**config.mk**
```make
export PLATFORM = sky130hd
export DESIGN_NAME = svs_front
export DESIGN_NICKNAME = d
export VERILOG_FILES = /design/src/hdl/segmented_vector_store_assert.svh /design/src/hdl/svs_pkg.sv /design/src/hdl/svs_front.sv
export SDC_FILE = /design/constraint.sdc
export NUM_CORES = 1
export LEC_CHECK = 0
export ABC_CLOCK_PERIOD_IN_PS = 4250
export BUFFER_PORTS_ARGS = -buffer_cell sky130_fd_sc_hd__buf_4
export CAP_MARGIN = 20
export CORE_MARGIN = 2
export CORE_UTILIZATION = 30
export CTS_BUF_LIST = sky130_fd_sc_hd__clkbuf_8
export CTS_CLUSTER_SIZE = 14
export DETAILED_ROUTE_END_ITERATION = 10
export PLACE_DENSITY = 0.48
export SYNTH_ARGS = -nofsm -noshare
export SYNTH_HDL_FRONTEND = slang
export SYNTH_SLANG_ARGS = --single-unit
```
**constraint.sdc**
```tcl
create_clock -name clk -period 4.25 [get_ports clk]
set_input_delay 1.0625 -clock clk [delete_from_list [all_inputs] [get_ports clk]]
set_output_delay 1.0625 -clock clk [all_outputs]
set_load 0.05 [all_outputs]
```
**src/hdl/segmented_vector_store_assert.svh**
```systemverilog
// ----------------------------------------------------------------------------
// Assertion macros for segmented_vector_store
// Implication checks on clk, disabled while the async reset is asserted.
// ----------------------------------------------------------------------------
`ifndef SEGMENTED_VECTOR_STORE_ASSERT_SVH
`define SEGMENTED_VECTOR_STORE_ASSERT_SVH

`ifndef ASSERT_OFF
// Same-cycle implication.
`define SVS_ASSERT_IMPLY(lbl, clk_s, rstn_s, ante, cons, msg) \
	lbl: assert property (@(posedge clk_s) disable iff (!rstn_s) \
		(ante) |-> (cons)) else $error(msg);
// Delayed implication: the consequent is checked after the antecedent.
`define SVS_ASSERT_LAT2(lbl, clk_s, rstn_s, ante, cons, msg) \
	lbl: assert property (@(posedge clk_s) disable iff (!rstn_s) \
		(ante) |-> ##2 (cons)) else $error(msg);
`else
`define SVS_ASSERT_IMPLY(lbl, clk_s, rstn_s, ante, cons, msg)
`define SVS_ASSERT_LAT2(lbl, clk_s, rstn_s, ante, cons, msg)
`endif

`endif

```
**src/hdl/svs_pkg.sv**
```systemverilog
// ----------------------------------------------------------------------------
// svs_pkg
// Shared constants, codes and types of the segmented vector store.
// ----------------------------------------------------------------------------
package svs_pkg;

	localparam int LEVELS = 9;
	localparam int MAXCAP = (1 << (LEVELS + 1)) - 2;
	localparam int CNT_W  = 10;
	localparam int DATA_W = 32;
	localparam int ADDR_W = $clog2(MAXCAP);
	localparam int QDEPTH = 2;

	localparam logic [CNT_W:0] MAXCAP_X = (CNT_W + 1)'(MAXCAP);

	typedef enum logic [2:0] {
		MODE_PUSH    = 3'd0,
		MODE_POP     = 3'd1,
		MODE_READ    = 3'd2,
		MODE_WRITE   = 3'd3,
		MODE_RESERVE = 3'd4
	} mode_t;

	typedef enum logic [1:0] {
		ST_OK    = 2'd0,
		ST_RANGE = 2'd1,
		ST_MAX   = 2'd2,
		ST_EMPTY = 2'd3
	} status_t;

	typedef enum logic [1:0] {
		KIND_NONE  = 2'd0,
		KIND_READ  = 2'd1,
		KIND_WRITE = 2'd2
	} kind_t;

	// One classified transaction on its way to the storage side.
	typedef struct packed {
		kind_t               kind;
		logic [ADDR_W-1:0]   addr;
		logic [DATA_W-1:0]   data;
		status_t             status;
		logic [CNT_W-1:0]    size;
		logic [CNT_W-1:0]    cap;
	} op_t;

	// Smallest bucket boundary 2^(k+1)-2 (k >= 1) that holds n elements.
	function automatic logic [CNT_W:0] grow_cap(input logic [CNT_W:0] n);
		logic [CNT_W:0] res;
		res = MAXCAP_X;
		for (int k = LEVELS; k >= 1; k--) begin
			if (n <= (CNT_W + 1)'((1 << (k + 1)) - 2)) begin
				res = (CNT_W + 1)'((1 << (k + 1)) - 2);
			end
		end
		return res;
	endfunction

endpackage

```
**src/hdl/svs_front.sv**
```systemverilog
// ----------------------------------------------------------------------------
// svs_front
// Classifies each transaction, keeps size and capacity, emits a storage op.
// ----------------------------------------------------------------------------
module svs_front import svs_pkg::*; (
	input  logic                     clk,
	input  logic                     arst_n,
	input  logic                     accept,
	input  logic [2:0]               mode,
	input  logic [CNT_W-1:0]         index,
	input  logic signed [DATA_W-1:0] value,
	output op_t                      op
);

	logic [CNT_W-1:0] cnt_q;
	logic [CNT_W-1:0] cap_q;
	logic [CNT_W-1:0] next_cnt;
	logic [CNT_W-1:0] next_cap;
	logic [CNT_W:0]   cnt_inc;
	logic [CNT_W:0]   grow_arg;
	logic [CNT_W:0]   grow_res;
	logic [CNT_W:0]   index_x;

	assign cnt_inc  = {1'b0, cnt_q} + 1'b1;
	assign index_x  = {1'b0, index};
	// One growth unit shared by push and reserve.
	assign grow_arg = (mode_t'(mode) == MODE_RESERVE) ? index_x : cnt_inc;
	assign grow_res = grow_cap(grow_arg);

	always_comb begin
		next_cnt  = cnt_q;
		next_cap  = cap_q;
		op.kind   = KIND_NONE;
		op.addr   = '0;
		op.data   = value;
		op.status = ST_OK;
		case (mode_t'(mode))
			MODE_PUSH: begin
				if (cnt_q >= cap_q && cnt_inc > MAXCAP_X) begin
					op.status = ST_MAX;
				end else begin
					if (cnt_q >= cap_q) begin
						next_cap = grow_res[CNT_W-1:0];
					end
					op.kind  = KIND_WRITE;
					op.addr  = cnt_q[ADDR_W-1:0];
					next_cnt = cnt_inc[CNT_W-1:0];
				end
			end
			MODE_POP: begin
				if (cnt_q == '0) begin
					op.status = ST_EMPTY;
				end else begin
					next_cnt = cnt_q - 1'b1;
					op.kind  = KIND_READ;
					op.addr  = next_cnt[ADDR_W-1:0];
				end
			end
			MODE_READ, MODE_WRITE: begin
				if (index >= cnt_q || index_x >= MAXCAP_X) begin
					op.status = ST_RANGE;
				end else begin
					op.kind = (mode_t'(mode) == MODE_READ) ? KIND_READ : KIND_WRITE;
					op.addr = index[ADDR_W-1:0];
				end
			end
			MODE_RESERVE: begin
				if (index_x > MAXCAP_X) begin
					op.status = ST_MAX;
				end else if (index > cap_q) begin
					next_cap = grow_res[CNT_W-1:0];
				end
			end
			default: begin
				// unused codes: no operation
			end
		endcase
		op.size = next_cnt;
		op.cap  = next_cap;
	end

	always_ff @(posedge clk or negedge arst_n) begin
		if (!arst_n) begin
			cnt_q <= '0;
			cap_q <= '0;
		end else if (accept) begin
			cnt_q <= next_cnt;
			cap_q <= next_cap;
		end
	end

endmodule

```
[Word-level counts from Yosys, hierarchy flattened]
Cells that the tools add are included.
Operators by class
  add/subtract/negate cells: 2
  multiply operators: 0
  div/mod/pow operators: 0
  magnitude comparators: 14
  equality and inequality tests: 4
  shift-type cells: 0
  mux-type cells: 27
  bitwise operators: 0
  reduce and logical (&&, ||, !) cells: 5
Operator list (count)
  $mux 10: 14
  $pmux 10 s2: 2
  $pmux 12 s3: 1
  $mux 12: 2
  $mux 11: 2
  $ge 10x10->1: 2
  $add 10x1->11 const B: 1
  $gt 11x10->1 const B: 1
  $le 11x2->1 const B: 1
  $le 11x3->1 const B: 1
  $le 11x4->1 const B: 1
  $le 11x5->1 const B: 1
  $le 11x6->1 const B: 1
  $le 11x7->1 const B: 1
  $le 11x8->1 const B: 1
  $le 11x9->1 const B: 1
  $ge 10x10->1 const B: 1
  $gt 10x10->1: 1
  $gt 10x10->1 const B: 1
  $logic_not 10->1: 1
  $sub 10x1->10 const B: 1
  $mux 2: 4
  $pmux 2 s4: 1
  $eq 3x2->1 const B: 2
  other kinds (7): 7
Word-level totals
  flip-flop bits (word level): 20
  latch bits: 0
  bits in writable memories: 0
  memory bits (read-only): 0
  input bits: 48
  output and inout port bits: 66
  word-level logic and storage cells: 54
  memories kept: 0

[Logic depth before layout (Yosys ltp)]
  word-level depth: 14
  gate-level depth with buffers: 13

[Worst setup path before layout]
OpenSTA, ideal clock, no wires.
  kind: input port to output port
  from: in mode[2]
  to: out op[18] (netlist bit)
  arrival: 3.210 ns
  data required time: 3.188 ns
  setup slack: -0.023 ns
  stages: 7
  buffers on the path: 1
  path through: buf_2 > nor2_1 > nand2_1 > nor2_1 > and2_1 > o22ai_1 > a31oi_1
RTL lines
  start, declared: RTL line svs_front.sv:9  | input logic [2:0] mode,
  end, declared: RTL line svs_front.sv:12  | output op_t op

==> run_results.csv <==
group,metric,value,unit
drt,drc,0,
drt,firstDrtPassIters,4,
die,num_rows,39,
die,ios,114,
die,start_util,30.7,%
pwr,swShare,54.9,%
flow_run,maxCapViolCount,0,
pwr,power_density,463,nW/um^2
yosys,netlist_area,3500,um^2
grt,antenna_found_initial,0,
worst_setup_path,startpoint_type,"flip-flop",
sta,rsz0062_at_grt,"yes",
place,place_ws,14.0,ps
sta,fin_crit_sh,98.0,%
drt,vias,3528,
clock_network,cts_buffers,3,
cells_and_area,drive_gt1_share,31.4,%
cells_and_area,multi_input_area,2600,um^2
cells_and_area,seq_area,505,um^2
clock_network,clk-insertion-delay-late,280,ps
drt,ant_nets,0,
place,gp_congestion,0.939,
sta,hold_viol,0,
worst_setup_path,reg2reg_depth,11,
worst_hold_path,hold_start,"cap_q[1]",
worst_hold_path,whs_endpoint,"cap_q[1]",
worst_setup_path,cp_max_fo,9,
grt,grt_pass1_wl,19100,um
sta,clock_skew,10.5,ps
sta,fmax,240,MHz
grt,grt_usage,19.2,%
pwr,power_leakage,1.78,nW
clock_network,cts_tree,"yes",
cells_and_area,num_antenna_cells,0,
yosys,synth_cell_types,74,
drt,postRouteWirelength,12500,um
grt,grt_pass1_vias,3473,
sta,period_minus_slack,4170,ps
yosys,ys_ff_latch,20,
sta,finalSetupViolCount,0,
grt,grt_overflow,0,
worst_setup_path,timing.rr.start,"cnt_q[0]",
worst_hold_path,min_path_type,"reg -> reg",
drt,drt_iter0_drc,196,
clock_network,htree_num_levels,1,
yosys,syn_nets,520,
pwr,p_seq_share,17.5,%
cells_and_area,nNetsFinal,563,
sta,worst_pin_slew,694,ps
grt,grt_max_degree,21,
sta,drv_slew,0,
run_status,status,"completed",
die,dieArea,12500,um^2
die,fp.dieH,112,um
cells_and_area,syn2layout_area_growth,18.1,%
die,die_width,112,um
pwr,combPwrFrac,75.0,%
place,dp_hpwl,9850,um
cells_and_area,mostFrequentLayoutCells,"buf_4 (89), nand2_1 (41), ha_1 (35)",
cells_and_area,fill_cells,1225,
clock_network,cts-root-buf,"clkbuf_8",
worst_setup_path,rrSetupSlack,1410,ps
worst_setup_path,arrival,3100,ps
worst_hold_path,min_path_cells,1,
worst_setup_path,end_kind,"primary output",
drt,routedWlPerCell,20.1,um
place,port-buffer-count,49,
pwr,p_switching,1.05,mW
worst_setup_path,required,3190,ps
clock_network,clk_pin_slew,100,ps
yosys,synth_edf_count,0,
clock_network,clock-sinks,20,
yosys,async_flop_share,100,%
yosys,synth_cells,437,
sta,setup_ws,84.9,ps
die,core,11400,um^2
yosys,syn_area_per_cell,8.01,um^2
yosys,yosysWarnings,0,
drt,vias_per_cell,5.68,
pwr,ir_worst_vdd,0.217,mV
cells_and_area,layout_commonest_cell,"buf_4",
yosys,synth_ff_type,"dfrtp_1",
worst_setup_path,rr_endpoint,"cap_q[2]",
sta,relSlewSlack,53.3,%
clock_network,clock_path_buffers,2,
pwr,p_int,865,uW
worst_setup_path,worstSetupPathType,"reg -> out",
pwr,clockPowerShare,7.5,%
cells_and_area,utilization,36.2,%
yosys,seq_area_frac_synth,14.3,%
==> synthesized netlist by cell type, types with 11 or more instances <==
cell / number / share of area [%]
a21oi_1: 16 / 2.3
ha_1: 35 / 13
inv_1: 25 / 2.7
dfrtp_1: 20 / 14
nand3_1: 11 / 1.6
nor3_1: 23 / 3.3
nand2_1: 42 / 4.5
xnor2_1: 12 / 3.0
nor2_1: 25 / 2.7
a31oi_1: 12 / 2.1
buf_4: 35 / 7.5
o21ai_0: 17 / 2.4
==> per-layer routing <==
layer  up-vias  track usage, %  wire, um
met2       134            32.5      5990
met4         0            6.02       271
li1       1686               -         -
met3        24            2.70       738
met1      1684            25.5      5450
met5         -               0         0
==> power groups by stage <==
stage | combinational (mW) | sequential, mW | clock (mW)
final | 1.44 | 0.336 | 0.144
after global routing | 1.55 | 0.345 | 0.154
after floorplan | 1.09 | 0.296 | 0
after CTS | 1.41 | 0.333 | 0.149
after global placement | 1.39 | 0.337 | 0
after detailed placement | 1.40 | 0.338 | 0
==> how the worst max path moves through the flow <==
stage          startpoint     end  slack [ps]  cells after the start
3_3_place_gp     index[9]  op[61]          80                      9
3_5_place_dp     index[6]  op[57]          10                     10
6_report         cnt_q[1]  op[59]          80                     10
4_1_cts          index[6]  op[57]           7                     10
2_1_floorplan    cnt_q[0]  op[21]          50                      9
5_1_grt          cnt_q[1]  op[61]         -80                     10
==> cell families after synthesis <==
group,share of synthesized area [%]
DFF,14.3
AOI/OAI and AO/OA,26.8
buffers and inverters,13.3
muxes,6.29
xor gates and xnor gates,3.00
adders and majority gates,12.5
and+or+nand+nor,23.7
==> per-stage QoR <==
step	cells	TNS, ps	total power, mW	cell area (um^2)	hold slack (ps)
floorplan	437	0	1.39	3510	440
CTS	620	0	1.89	4060	482
global placement	617	0	1.73	4020	449
global route	621	-305	2.04	4140	526
detailed placement	617	0	1.74	4020	460
finish	621	0	1.92	4140	477
==> flip-flops by register name, summed over array words and instances, names as in the netlist <==
register / cells
cap_q: 10
cnt_q: 10
==> critical path: stages, from the launching register on <==
cell and delay (ps):
dfrtp_1 450, ha_1 280, nand3_2 210, o21ai_1 280
a31oi_2 170, o31ai_4 400, buf_4 190, a31o_4 240
o21ai_1 90, a221o_1 310, buf_4 200
==> timing repair <==
action	in CTS	in global routing
buffers inserted	0	1
hold buffers	0	0
resized for setup	0	21
setup endpoints to repair	0	28
==> area by class of cell <==
cell class | instances | area share [%]
Clock buffer | 3 | 0.998
Inverter | 26 | 2.36
Multi-Input combinational cell | 338 | 63.0
Sequential cell | 20 | 12.2
Tap cell | 143 | 4.33
Timing Repair Buffer | 91 | 17.1
Power figures use the tool's default switching activity.
