--- src/hdl/segmented_vector_store_assert.svh ---
// ----------------------------------------------------------------------------
// Assertion macros for segmented_vector_store
// Implication checks on clk, disabled while the async reset is asserted.
// ----------------------------------------------------------------------------
`ifndef SEGMENTED_VECTOR_STORE_ASSERT_SVH
`define SEGMENTED_VECTOR_STORE_ASSERT_SVH

`ifndef ASSERT_OFF
// Same-cycle implication.
`define SVS_ASSERT_IMPLY(lbl, clk_s, rstn_s, ante, cons, msg) \
	lbl: assert property (@(posedge clk_s) disable iff (!rstn_s) \
		(ante) |-> (cons)) else $error(msg);
// Delayed implication: the consequent is checked after the antecedent.
`define SVS_ASSERT_LAT2(lbl, clk_s, rstn_s, ante, cons, msg) \
	lbl: assert property (@(posedge clk_s) disable iff (!rstn_s) \
		(ante) |-> ##2 (cons)) else $error(msg);
`else
`define SVS_ASSERT_IMPLY(lbl, clk_s, rstn_s, ante, cons, msg)
`define SVS_ASSERT_LAT2(lbl, clk_s, rstn_s, ante, cons, msg)
`endif

`endif

--- src/hdl/svs_pkg.sv ---
// ----------------------------------------------------------------------------
// svs_pkg
// Shared constants, codes and types of the segmented vector store.
// ----------------------------------------------------------------------------
package svs_pkg;

	localparam int LEVELS = 9;
	localparam int MAXCAP = (1 << (LEVELS + 1)) - 2;
	localparam int CNT_W  = 10;
	localparam int DATA_W = 32;
	localparam int ADDR_W = $clog2(MAXCAP);
	localparam int QDEPTH = 2;

	localparam logic [CNT_W:0] MAXCAP_X = (CNT_W + 1)'(MAXCAP);

	typedef enum logic [2:0] {
		MODE_PUSH    = 3'd0,
		MODE_POP     = 3'd1,
		MODE_READ    = 3'd2,
		MODE_WRITE   = 3'd3,
		MODE_RESERVE = 3'd4
	} mode_t;

	typedef enum logic [1:0] {
		ST_OK    = 2'd0,
		ST_RANGE = 2'd1,
		ST_MAX   = 2'd2,
		ST_EMPTY = 2'd3
	} status_t;

	typedef enum logic [1:0] {
		KIND_NONE  = 2'd0,
		KIND_READ  = 2'd1,
		KIND_WRITE = 2'd2
	} kind_t;

	// One classified transaction on its way to the storage side.
	typedef struct packed {
		kind_t               kind;
		logic [ADDR_W-1:0]   addr;
		logic [DATA_W-1:0]   data;
		status_t             status;
		logic [CNT_W-1:0]    size;
		logic [CNT_W-1:0]    cap;
	} op_t;

	// Smallest bucket boundary 2^(k+1)-2 (k >= 1) that holds n elements.
	function automatic logic [CNT_W:0] grow_cap(input logic [CNT_W:0] n);
		logic [CNT_W:0] res;
		res = MAXCAP_X;
		for (int k = LEVELS; k >= 1; k--) begin
			if (n <= (CNT_W + 1)'((1 << (k + 1)) - 2)) begin
				res = (CNT_W + 1)'((1 << (k + 1)) - 2);
			end
		end
		return res;
	endfunction

endpackage

--- src/hdl/svs_queue.sv ---
// ----------------------------------------------------------------------------
// svs_queue
// Short FIFO of classified ops between the front and the storage side.
// ----------------------------------------------------------------------------
module svs_queue import svs_pkg::*; (
	input  logic clk,
	input  logic arst_n,
	input  logic push,
	input  op_t  din,
	input  logic pop,
	output op_t  dout,
	output logic empty,
	output logic full
);

	localparam int PTR_W = (QDEPTH > 1) ? $clog2(QDEPTH) : 1;
	localparam int CQ_W  = $clog2(QDEPTH + 1);
	localparam logic [PTR_W-1:0] LAST = PTR_W'(QDEPTH - 1);

	op_t              entries_q [QDEPTH];
	logic [PTR_W-1:0] wr_ptr_q;
	logic [PTR_W-1:0] rd_ptr_q;
	logic [CQ_W-1:0]  count_q;
	logic             do_push;
	logic             do_pop;

	assign empty   = (count_q == '0);
	assign full    = (count_q == CQ_W'(QDEPTH));
	assign do_push = push && !full;
	assign do_pop  = pop && !empty;
	assign dout    = entries_q[rd_ptr_q];

	always_ff @(posedge clk) begin
		if (do_push) begin
			entries_q[wr_ptr_q] <= din;
		end
	end

	always_ff @(posedge clk or negedge arst_n) begin
		if (!arst_n) begin
			wr_ptr_q <= '0;
			rd_ptr_q <= '0;
			count_q  <= '0;
		end else begin
			if (do_push) begin
				wr_ptr_q <= (wr_ptr_q == LAST) ? '0 : wr_ptr_q + 1'b1;
			end
			if (do_pop) begin
				rd_ptr_q <= (rd_ptr_q == LAST) ? '0 : rd_ptr_q + 1'b1;
			end
			case ({do_push, do_pop})
				2'b10:   count_q <= count_q + 1'b1;
				2'b01:   count_q <= count_q - 1'b1;
				default: count_q <= count_q;
			endcase
		end
	end

endmodule

--- config.mk ---
export PLATFORM = sky130hd
export DESIGN_NAME = svs_queue
export DESIGN_NICKNAME = d
export VERILOG_FILES = /design/src/hdl/segmented_vector_store_assert.svh /design/src/hdl/svs_pkg.sv /design/src/hdl/svs_queue.sv
export SDC_FILE = /design/constraint.sdc
export NUM_CORES = 1
export LEC_CHECK = 0
export ABC_AREA = 1
export BUFFER_PORTS_ARGS = -buffer_cell sky130_fd_sc_hd__buf_4
export CAP_MARGIN = 20
export CORE_UTILIZATION = 47
export CTS_CLUSTER_SIZE = 30
export DETAILED_ROUTE_END_ITERATION = 12
export GPL_TIMING_DRIVEN = 0
export PLACE_DENSITY = 0.76
export SLEW_MARGIN = 30
export SYNTH_ARGS = -nofsm -noshare
export SYNTH_HDL_FRONTEND = slang
export SYNTH_SLANG_ARGS = --single-unit
--- constraint.sdc ---
create_clock -name clk -period 4.1 [get_ports clk]
set_input_delay 0.41 -clock clk [delete_from_list [all_inputs] [get_ports clk]]
set_output_delay 0.41 -clock clk [all_outputs]
set_load 0.005 [all_outputs]
Word-level counts from Yosys, hierarchy flattened
Memory sizes are Yosys's and may differ from the RTL's.
Index checks and enable logic that the tools add are counted.
Storage, ports and cells
  register bits after elaboration: 4
  bits in writable memories: 132
  input bits: 70
  word-level logic and storage cells: 22
  memories: 1
Memories
  entries_q: words 2, bits a word 66, read ports 1, clocked after memory_dff 0, write ports 1, line svs_queue.sv:20  | op_t entries_q [QDEPTH];
Cells by class
  add/subtract/negate cells: 4
  eq/ne operators: 3
  multiplexer cells: 5
  reductions and logical operators: 6
Operators by type and width (count)
  == test 2 bit (second input constant): 2
  2-to-1 mux 1 bit: 4
  one-hot mux 2 bit (2 select lines): 1
  adder 1 bit (second input constant): 2
  adder 2 x 1 -> 2 bit (second input constant): 1
  == test 2 x 1 -> 1 bit (second input constant): 1
  logical AND 1 bit: 2
  logical NOT 1 bit: 2
  logical NOT 2 bit: 1
  nonzero test 2 bit: 1
  subtractor 2 x 1 -> 2 bit (second input constant): 1

Logic depth before layout (Yosys ltp)
Gate-level depths: netlist (run 1).
  word-level depth: 5
  gate-level depth with buffers: 10

Worst setup path before layout (run 1)
OpenSTA, ideal clock, no wires.
  path type: reg2reg
  start: register count_q[1]
  end: memory entries_q[1][0] (netlist bit) (enable)
  data arrival time: 3.354 ns
  required time: 3.609 ns
  slack: 0.255 ns
  stages on the path, launching flop included: 4
  buffers on the path: 0
  clock period less this slack: 3.845 ns
  cells stage by stage: dfrtp_1 inv_1 o21ai_0 nor2_1
Between the ends
  cells in the longest elaborated chain, start to end: 5
Ends and longest elaborated chain
  start, declared: line svs_queue.sv:23  | logic [CQ_W-1:0] count_q;
  start signal, assigned: line svs_queue.sv:52  | 2'b10: count_q <= count_q + 1'b1;
  start signal, assigned: line svs_queue.sv:53  | 2'b01: count_q <= count_q - 1'b1;
  start signal, assigned: line svs_queue.sv:54  | default: count_q <= count_q;
  == test 2 bit: line svs_queue.sv:28  | assign full = (count_q == CQ_W'(QDEPTH));
  logical NOT 1 bit: line svs_queue.sv:29  | assign do_push = push && !full;
  logical AND 1 bit: line svs_queue.sv:29
  2-to-1 mux 1 bit: line svs_queue.sv:34  | if (do_push) begin
  2-to-1 mux 1 bit (not written as such): line svs_queue.sv:35  | entries_q[wr_ptr_q] <= din;
  end, declared: line svs_queue.sv:20
Every way passes these cells.

==> results.md, run 1 <==
* CP Cell Sequence: buf_4, inv_2, buf_6, buf_6, nand2_1, nand2_1, buf_4
* NumNets Final at 610
* FF+latch area at 0.00406 sq mm
* Final setup TNS at 0 ns
* Setup CP Type: flip-flop to output port
* GR Overflow Total at 0
* Syn Nets at 449
* CTS tree: yes
* Via/cell ratio at 4.71
* DR vias at 3,241
* Clock Tree Root: clkbuf_8
* Final Hold Vio Count at 0
* Area of the multi-input gates at 843 sq um
* Largest net degree at the start of global routing at 38
* Final Setup Violations at 0
* CP required at 3.69 ns
* DR WL/cell at 14.2 microns
* Final critical-path share of the clock period at 50.6%
* Layout Utilization at 67.1%
* Initial Util at 48.7%
* Maximum Capacitance Violations at 0
* Met2 Track Usage GR at 32.2%
* Fmax at 482 MHz
* Clock-pin slew of the registers on the worst-case setup and hold paths at 0.06 ns
* # hold bufs at CTS at 1
* Crit start category: flip-flop
* Worst-path fanout max at 10
* Setup bufs post-CTS at 0
* Port buffer count at 137
* Most frequent cells in the layout: nand2_1, buf_4, edfxtp_1, clkbuf_16
* Fin cells at 688
* Antenna violations before repair at 0
* Top Family by Delay on Critical Path: buffers and inverters
* Antenna Nets Post-Route at 0
* Worst Hold Class: input pin to flip-flop
* Netlist cell types at 14
* Later-pin clock latency in the skew report at 0.50 ns
* GR peak layer: met2
* CTS Buffer Depth at 2
* Commonest non-fill, non-tap cell in the layout: nand2_1
* CP arrival at 1.66 ns
* Fillers at 748
* Yosys reg bits at 136
* Initial DRC Count at 194
* Mean Syn Cell Area at 13.4 sq um
* Global Route met1 Usage at 22.4%
* Placed cell count at 655
* Register area share after synthesis at 80.5%
* Wirelength, routed at 9770 microns
* RSZ-0062 raised after global routing: false
* Std cell rows at 37
* Leakage at 0.00303 uW
* # IOs at 138
* Slew Limit Headroom at 58.9%
* Die area at 0.0112 sq mm
* Placer Congestion at 0.706
* Dpl hpwl at 6460 microns
* Global-route wire length before repair at 15,700 microns
* Gates resized, CTS repair at 0
* Synth-to-layout area growth at 37.7%
* Fin. max-slew vios at 0
* Setup Skew at 0.00819 ns
* Met3 Use GR at 6.37%
* Worst-Margin Slew at 0.610 ns
* Antenna cell count at 0
* Crit-path max cell delay at 0.36 ns
* Vias in the first global route at 3,349
* Die W at 106 microns
* Syn Inst Count at 378
* Num CTS Buffers at 17
* GRT Util Overall at 19.0%
* Syn Std Cell Area at 0.00505 sq mm
* Crit path buf inv count at 5
* Synthesis Warnings at 0
* Final Critical Period at 2.07 ns
* Die H at 106 microns
* Hold Slack at 0.0848 ns
* VDD IR max at 0.322 mV
* Residual DRC count at 0
* TritonRoute pass-1 iters at 4
* H-tree depth at 4
* Status: finished, final reports clean
* Share of cells above drive strength 1 at 33.3%
* CTS Sinks at 136
* PD cells at 735 mW/mm^2
* Cell at the slowest stage of the critical path: dfrtp_1
* Core Area at 0.0104 sq mm
* Crit path capture type: output port
## final cells by class
type | instances | area share [%]
Multi-Input combinational cell | 217 | 12.1
Tap cell | 136 | 2.45
Timing Repair Buffer | 142 | 16.4
Buffer | 15 | 1.60
Inverter | 10 | 0.576
Clock inverter | 10 | 2.18
Sequential cell | 136 | 58.4
Clock buffer | 22 | 6.23
## synthesized netlist by cell type
library cell    n  area [sq um]
nor2_1          2          7.51
nand2_1       208           781
buf_6           5          56.3
buf_2           8          40.0
ha_1            1          12.5
buf_4           2          15.0
edfxtp_1      132          3960
inv_1           9          33.8
nand4_1         1          6.26
inv_2           1          3.75
nand3_1         3          15.0
o21ai_0         1          5.00
xnor2_1         1          8.76
dfrtp_1         4           100
## layer usage
| layer | vias to the layer above | wire [microns] |
|---|---|---|
| met5 | - | 0 |
| met4 | 0 | 104 |
| met3 | 9 | 601 |
| met2 | 114 | 5170 |
| met1 | 1528 | 3900 |
| li1 | 1590 | - |
## cell families after synthesis
logic type                 share of synthesized area (%)
AOI/OAI and AO/OA                                 0.0990
xor gates and xnor gates                           0.174
adders and majority gates                          0.248
buffers and inverters                               2.95
DFF                                                 80.5
and+or+nand+nor                                     16.0
## metrics by stage
| step | setup slack [ns] | area [sq um] | total power (uW) |
|---|---|---|---|
| 2_1_floorplan | 0.255 | 5050 | 2780 |
| 3_3_place_gp | -1.22 | 6250 | 3560 |
| 3_5_place_dp | 2.20 | 6360 | 3660 |
| 4_1_cts | 1.99 | 6950 | 5170 |
| 5_1_grt | 1.90 | 6950 | 5420 |
| 6_report | 2.03 | 6950 | 5110 |
## where the power goes
part           internal [uW]  leakage (uW)  total (uW)  switching (uW)
Clock                    981      0.000286        1500             517
Combinational            765       0.00147        1640             880
Sequential              1900       0.00128        1970            74.2
## final timing paths
kind | from | endpoint | slack (ns) | cells past startpoint
worst max-delay path | rd_ptr_q$_DFFE_PN0P_ | dout[36] | 2.03 | 7
worst min-delay path | din[36] | entries_q[0][36]$_DFFE_PP_ | 0.08 | 1
worst max register to register | count_q[1]$_DFFE_PN0P_ | entries_q[1][34]$_DFFE_PP_ | 2.18 | 5
worst min register to register | count_q[1]$_DFFE_PN0P_ | count_q[1]$_DFFE_PN0P_ | 0.48 | 2
max in group asynchronous | arst_n | count_q[1]$_DFFE_PN0P_ | 3.75 | 2
min in group asynchronous | arst_n | rd_ptr_q$_DFFE_PN0P_ | 0.25 | 2
## sequential cells by signal (all words and copies together), names as in the netlist
signal and flops:
entries_q 132, wr_ptr_q 1, rd_ptr_q 1, count_q 2
Note: power is estimated with default switching activity, not from simulation.
==> inputs of run 2 (changes only) <==
==> constraint.sdc (replaced) <==
create_clock -name clk -period 1.8 [get_ports clk]
set_input_delay 0.18 -clock clk [delete_from_list [all_inputs] [get_ports clk]]
set_output_delay 0.18 -clock clk [all_outputs]
set_load 0.005 [all_outputs]
==> run 2 against run 1 <==
Effect of this change: combinational power grew to 2.7 times the previous value; non-clock buffer count grew 77; die area is the same; clock-buffer cell count shrank 4; sequential power grew 130%; final cell count grew 11%; core utilization grew 8.6 points; via count grew 12%; sequential share of layout area shrank 6.6 points; clock power grew 110%; design area grew 13%; routed wire length grew 18%; critical path type unchanged; critical endpoint is now dout[20].
==> results.md, run 2 (synthesized netlist as in run 1, its figures left out) <==
* Status: finished, final reports clean
* Met3 Routed Length at 696 microns
* Final critical-path share of the clock period at 97.2%
* Initial Util at 48.7%
* CP required at 1.62 ns
* Global-route wire length before repair at 17,600 microns
* Routed length on met2 at 6280 microns
* Placed Area at 0.00640 sq mm
* Clock-pin slew of the registers on the worst-case setup and hold paths at 0.06 ns
* PD cells at 1550 mW/mm^2
* Antenna cell count at 0
* Placer Congestion at 0.696
* Crit path capture type: output port
* Setup Skew at 0.00827 ns
* Final Setup Violations at 0
* Most frequent cells in the layout: nand2_1, buf_4, edfxtp_1, dlygate4sd3_1, clkbuf_16
* Via/cell ratio at 4.73
* R2R Path Start: count_q[0]$_DFFE_PN0P_
* DR vias at 3,619
* Biggest regs: entries_q x132, count_q x2
* Clock Tree Root: clkbuf_8
* CTS Sinks at 136
* Commonest non-fill, non-tap cell in the layout: nand2_1
* Fin. max-slew vios at 0
* Setup ws final at 0.0504 ns
* Capture point of the worst path: dout[20]
* Antenna Nets Post-Route at 0
* Maximum Capacitance Violations at 0
* Final setup TNS at 0 ns
* Die H at 106 microns
* VDD IR max at 0.835 mV
* RSZ-0062 raised after global routing: true
* R2R Setup Slk at 0.09 ns
* CTS tree: yes
* Antenna violations before repair at 0
* DR WL/cell at 15.0 microns
* Die area at 0.0112 sq mm
* Routed length on met1 at 4360 microns
* NumNets Final at 688
* Worst-path fanout max at 9
* Worst Hold Class: input pin to asynchronous set/reset pin
* Num CTS Buffers at 17
* GR Overflow Total at 0
* TritonRoute pass-1 iters at 4
* Leakage at 0.00338 uW
* Top Family by Delay on Critical Path: buffers and inverters
* Worst-Margin Slew at 0.606 ns
* WP depth at 6
* Slew Limit Headroom at 59.3%
* Later-pin clock latency in the skew report at 0.51 ns
* Vias in the first global route at 3,763
* Crit start category: flip-flop
* Critical register-to-register path endpoint: entries_q[0][0]$_DFFE_PP_
* GRT Util Overall at 21.3%
* Die W at 106 microns
* # IOs at 138
* Synth-to-layout area growth at 55.4%
* Crit-path max cell delay at 0.44 ns
* Top layer reached by signal wires: met4
* Fin area at 0.00784 sq mm
* Final Hold Vio Count at 0
* Max reg flops at 132
* Largest net degree at the start of global routing at 29
* Setup CP Type: flip-flop to output port
* CP startpoint: rd_ptr_q$_DFFE_PN0P_
* Port buffer count at 137
* CP Cell Sequence: inv_4, buf_12, clkbuf_16, nand2_2, nand2_1, buf_4
* Residual DRC count at 0
* Wirelength, routed at 11,500 microns
* Fin cells at 765
* Fmax at 572 MHz
* H-tree depth at 4
* CTS Buffer Depth at 2
* Placed cell count at 656
* Crit path buf inv count at 4
* Initial DRC Count at 213
* Core Area at 0.0104 sq mm
* R2r worst-path depth at 4
* Share of cells above drive strength 1 at 33.9%
* Std cell rows at 37
* Final Critical Period at 1.75 ns
* CP arrival at 1.57 ns
* Cell at the slowest stage of the critical path: dfrtp_2
* Dpl hpwl at 6620 microns
* Post-placement setup slack at -0.0406 ns
* Top reg by flops: entries_q
run 2: cell count changes in the layout (fill, tap and decap cells not counted), sizes merged:
cell / change
clkbuf: -1
bufinv: -2
dlygate4sd3: +68
inv: -1
clkinvlp: +5
buf: +6
clkinv: +2
run 2: how the worst min path moves through the flow:
stage	start	endpoint	slack, ns	cells past startpoint
after global placement	arst_n	rd_ptr_q$_DFFE_PN0P_	-0.02	1
after global routing	arst_n	count_q[0]$_DFFE_PN0P_	0.06	2
after floorplan	arst_n	count_q[0]$_DFFE_PN0P_	-0.12	0
after CTS	arst_n	count_q[0]$_DFFE_PN0P_	0.01	2
final	arst_n	count_q[0]$_DFFE_PN0P_	0.05	2
after detailed placement	arst_n	rd_ptr_q$_DFFE_PN0P_	-0.02	1
run 2: metal layers:
layer  vias to the layer above  GRT usage (%)
met5                         -              0
met4                         0           10.2
met3                        13           5.50
met2                       145           39.5
met1                      1714           22.3
li1                       1747              -
run 2: power breakdown:
part / switching [uW] / internal, uW
combinational: 2230 / 2240
sequential: 205 / 4320
clock: 1230 / 1950
total: 3660 / 8510
run 2: timing repair:
item                                    CTS  global route
cloned                                    2             2
hold endpoints to repair                138             0
resized for setup                         9            23
hold buffers                             69             0
pin swaps                                 1             5
endpoints found under the setup margin   99            42
buffers inserted                          6             0
run 2: metrics by stage:
stage                     power [uW]  hold WS (ns)  utilization [%]
after global routing           12800        0.0587             75.6
after global placement          8120       -0.0217             60.5
after detailed placement        8430       -0.0203             61.7
after CTS                      12000        0.0132             74.6
after floorplan                 6330        -0.116                -
final                          12200        0.0541             75.6
run 2: area by class of cell:
cell class	instances	area, sq um
Sequential cell	136	4070
Fill cell	649	2530
Timing Repair Buffer	220	1980
Multi-Input combinational cell	217	880
Clock buffer	18	418
Tap cell	136	170
Buffer	14	146
Clock inverter	13	133
Inverter	10	43.8
Timing Repair inverter	1	5.00
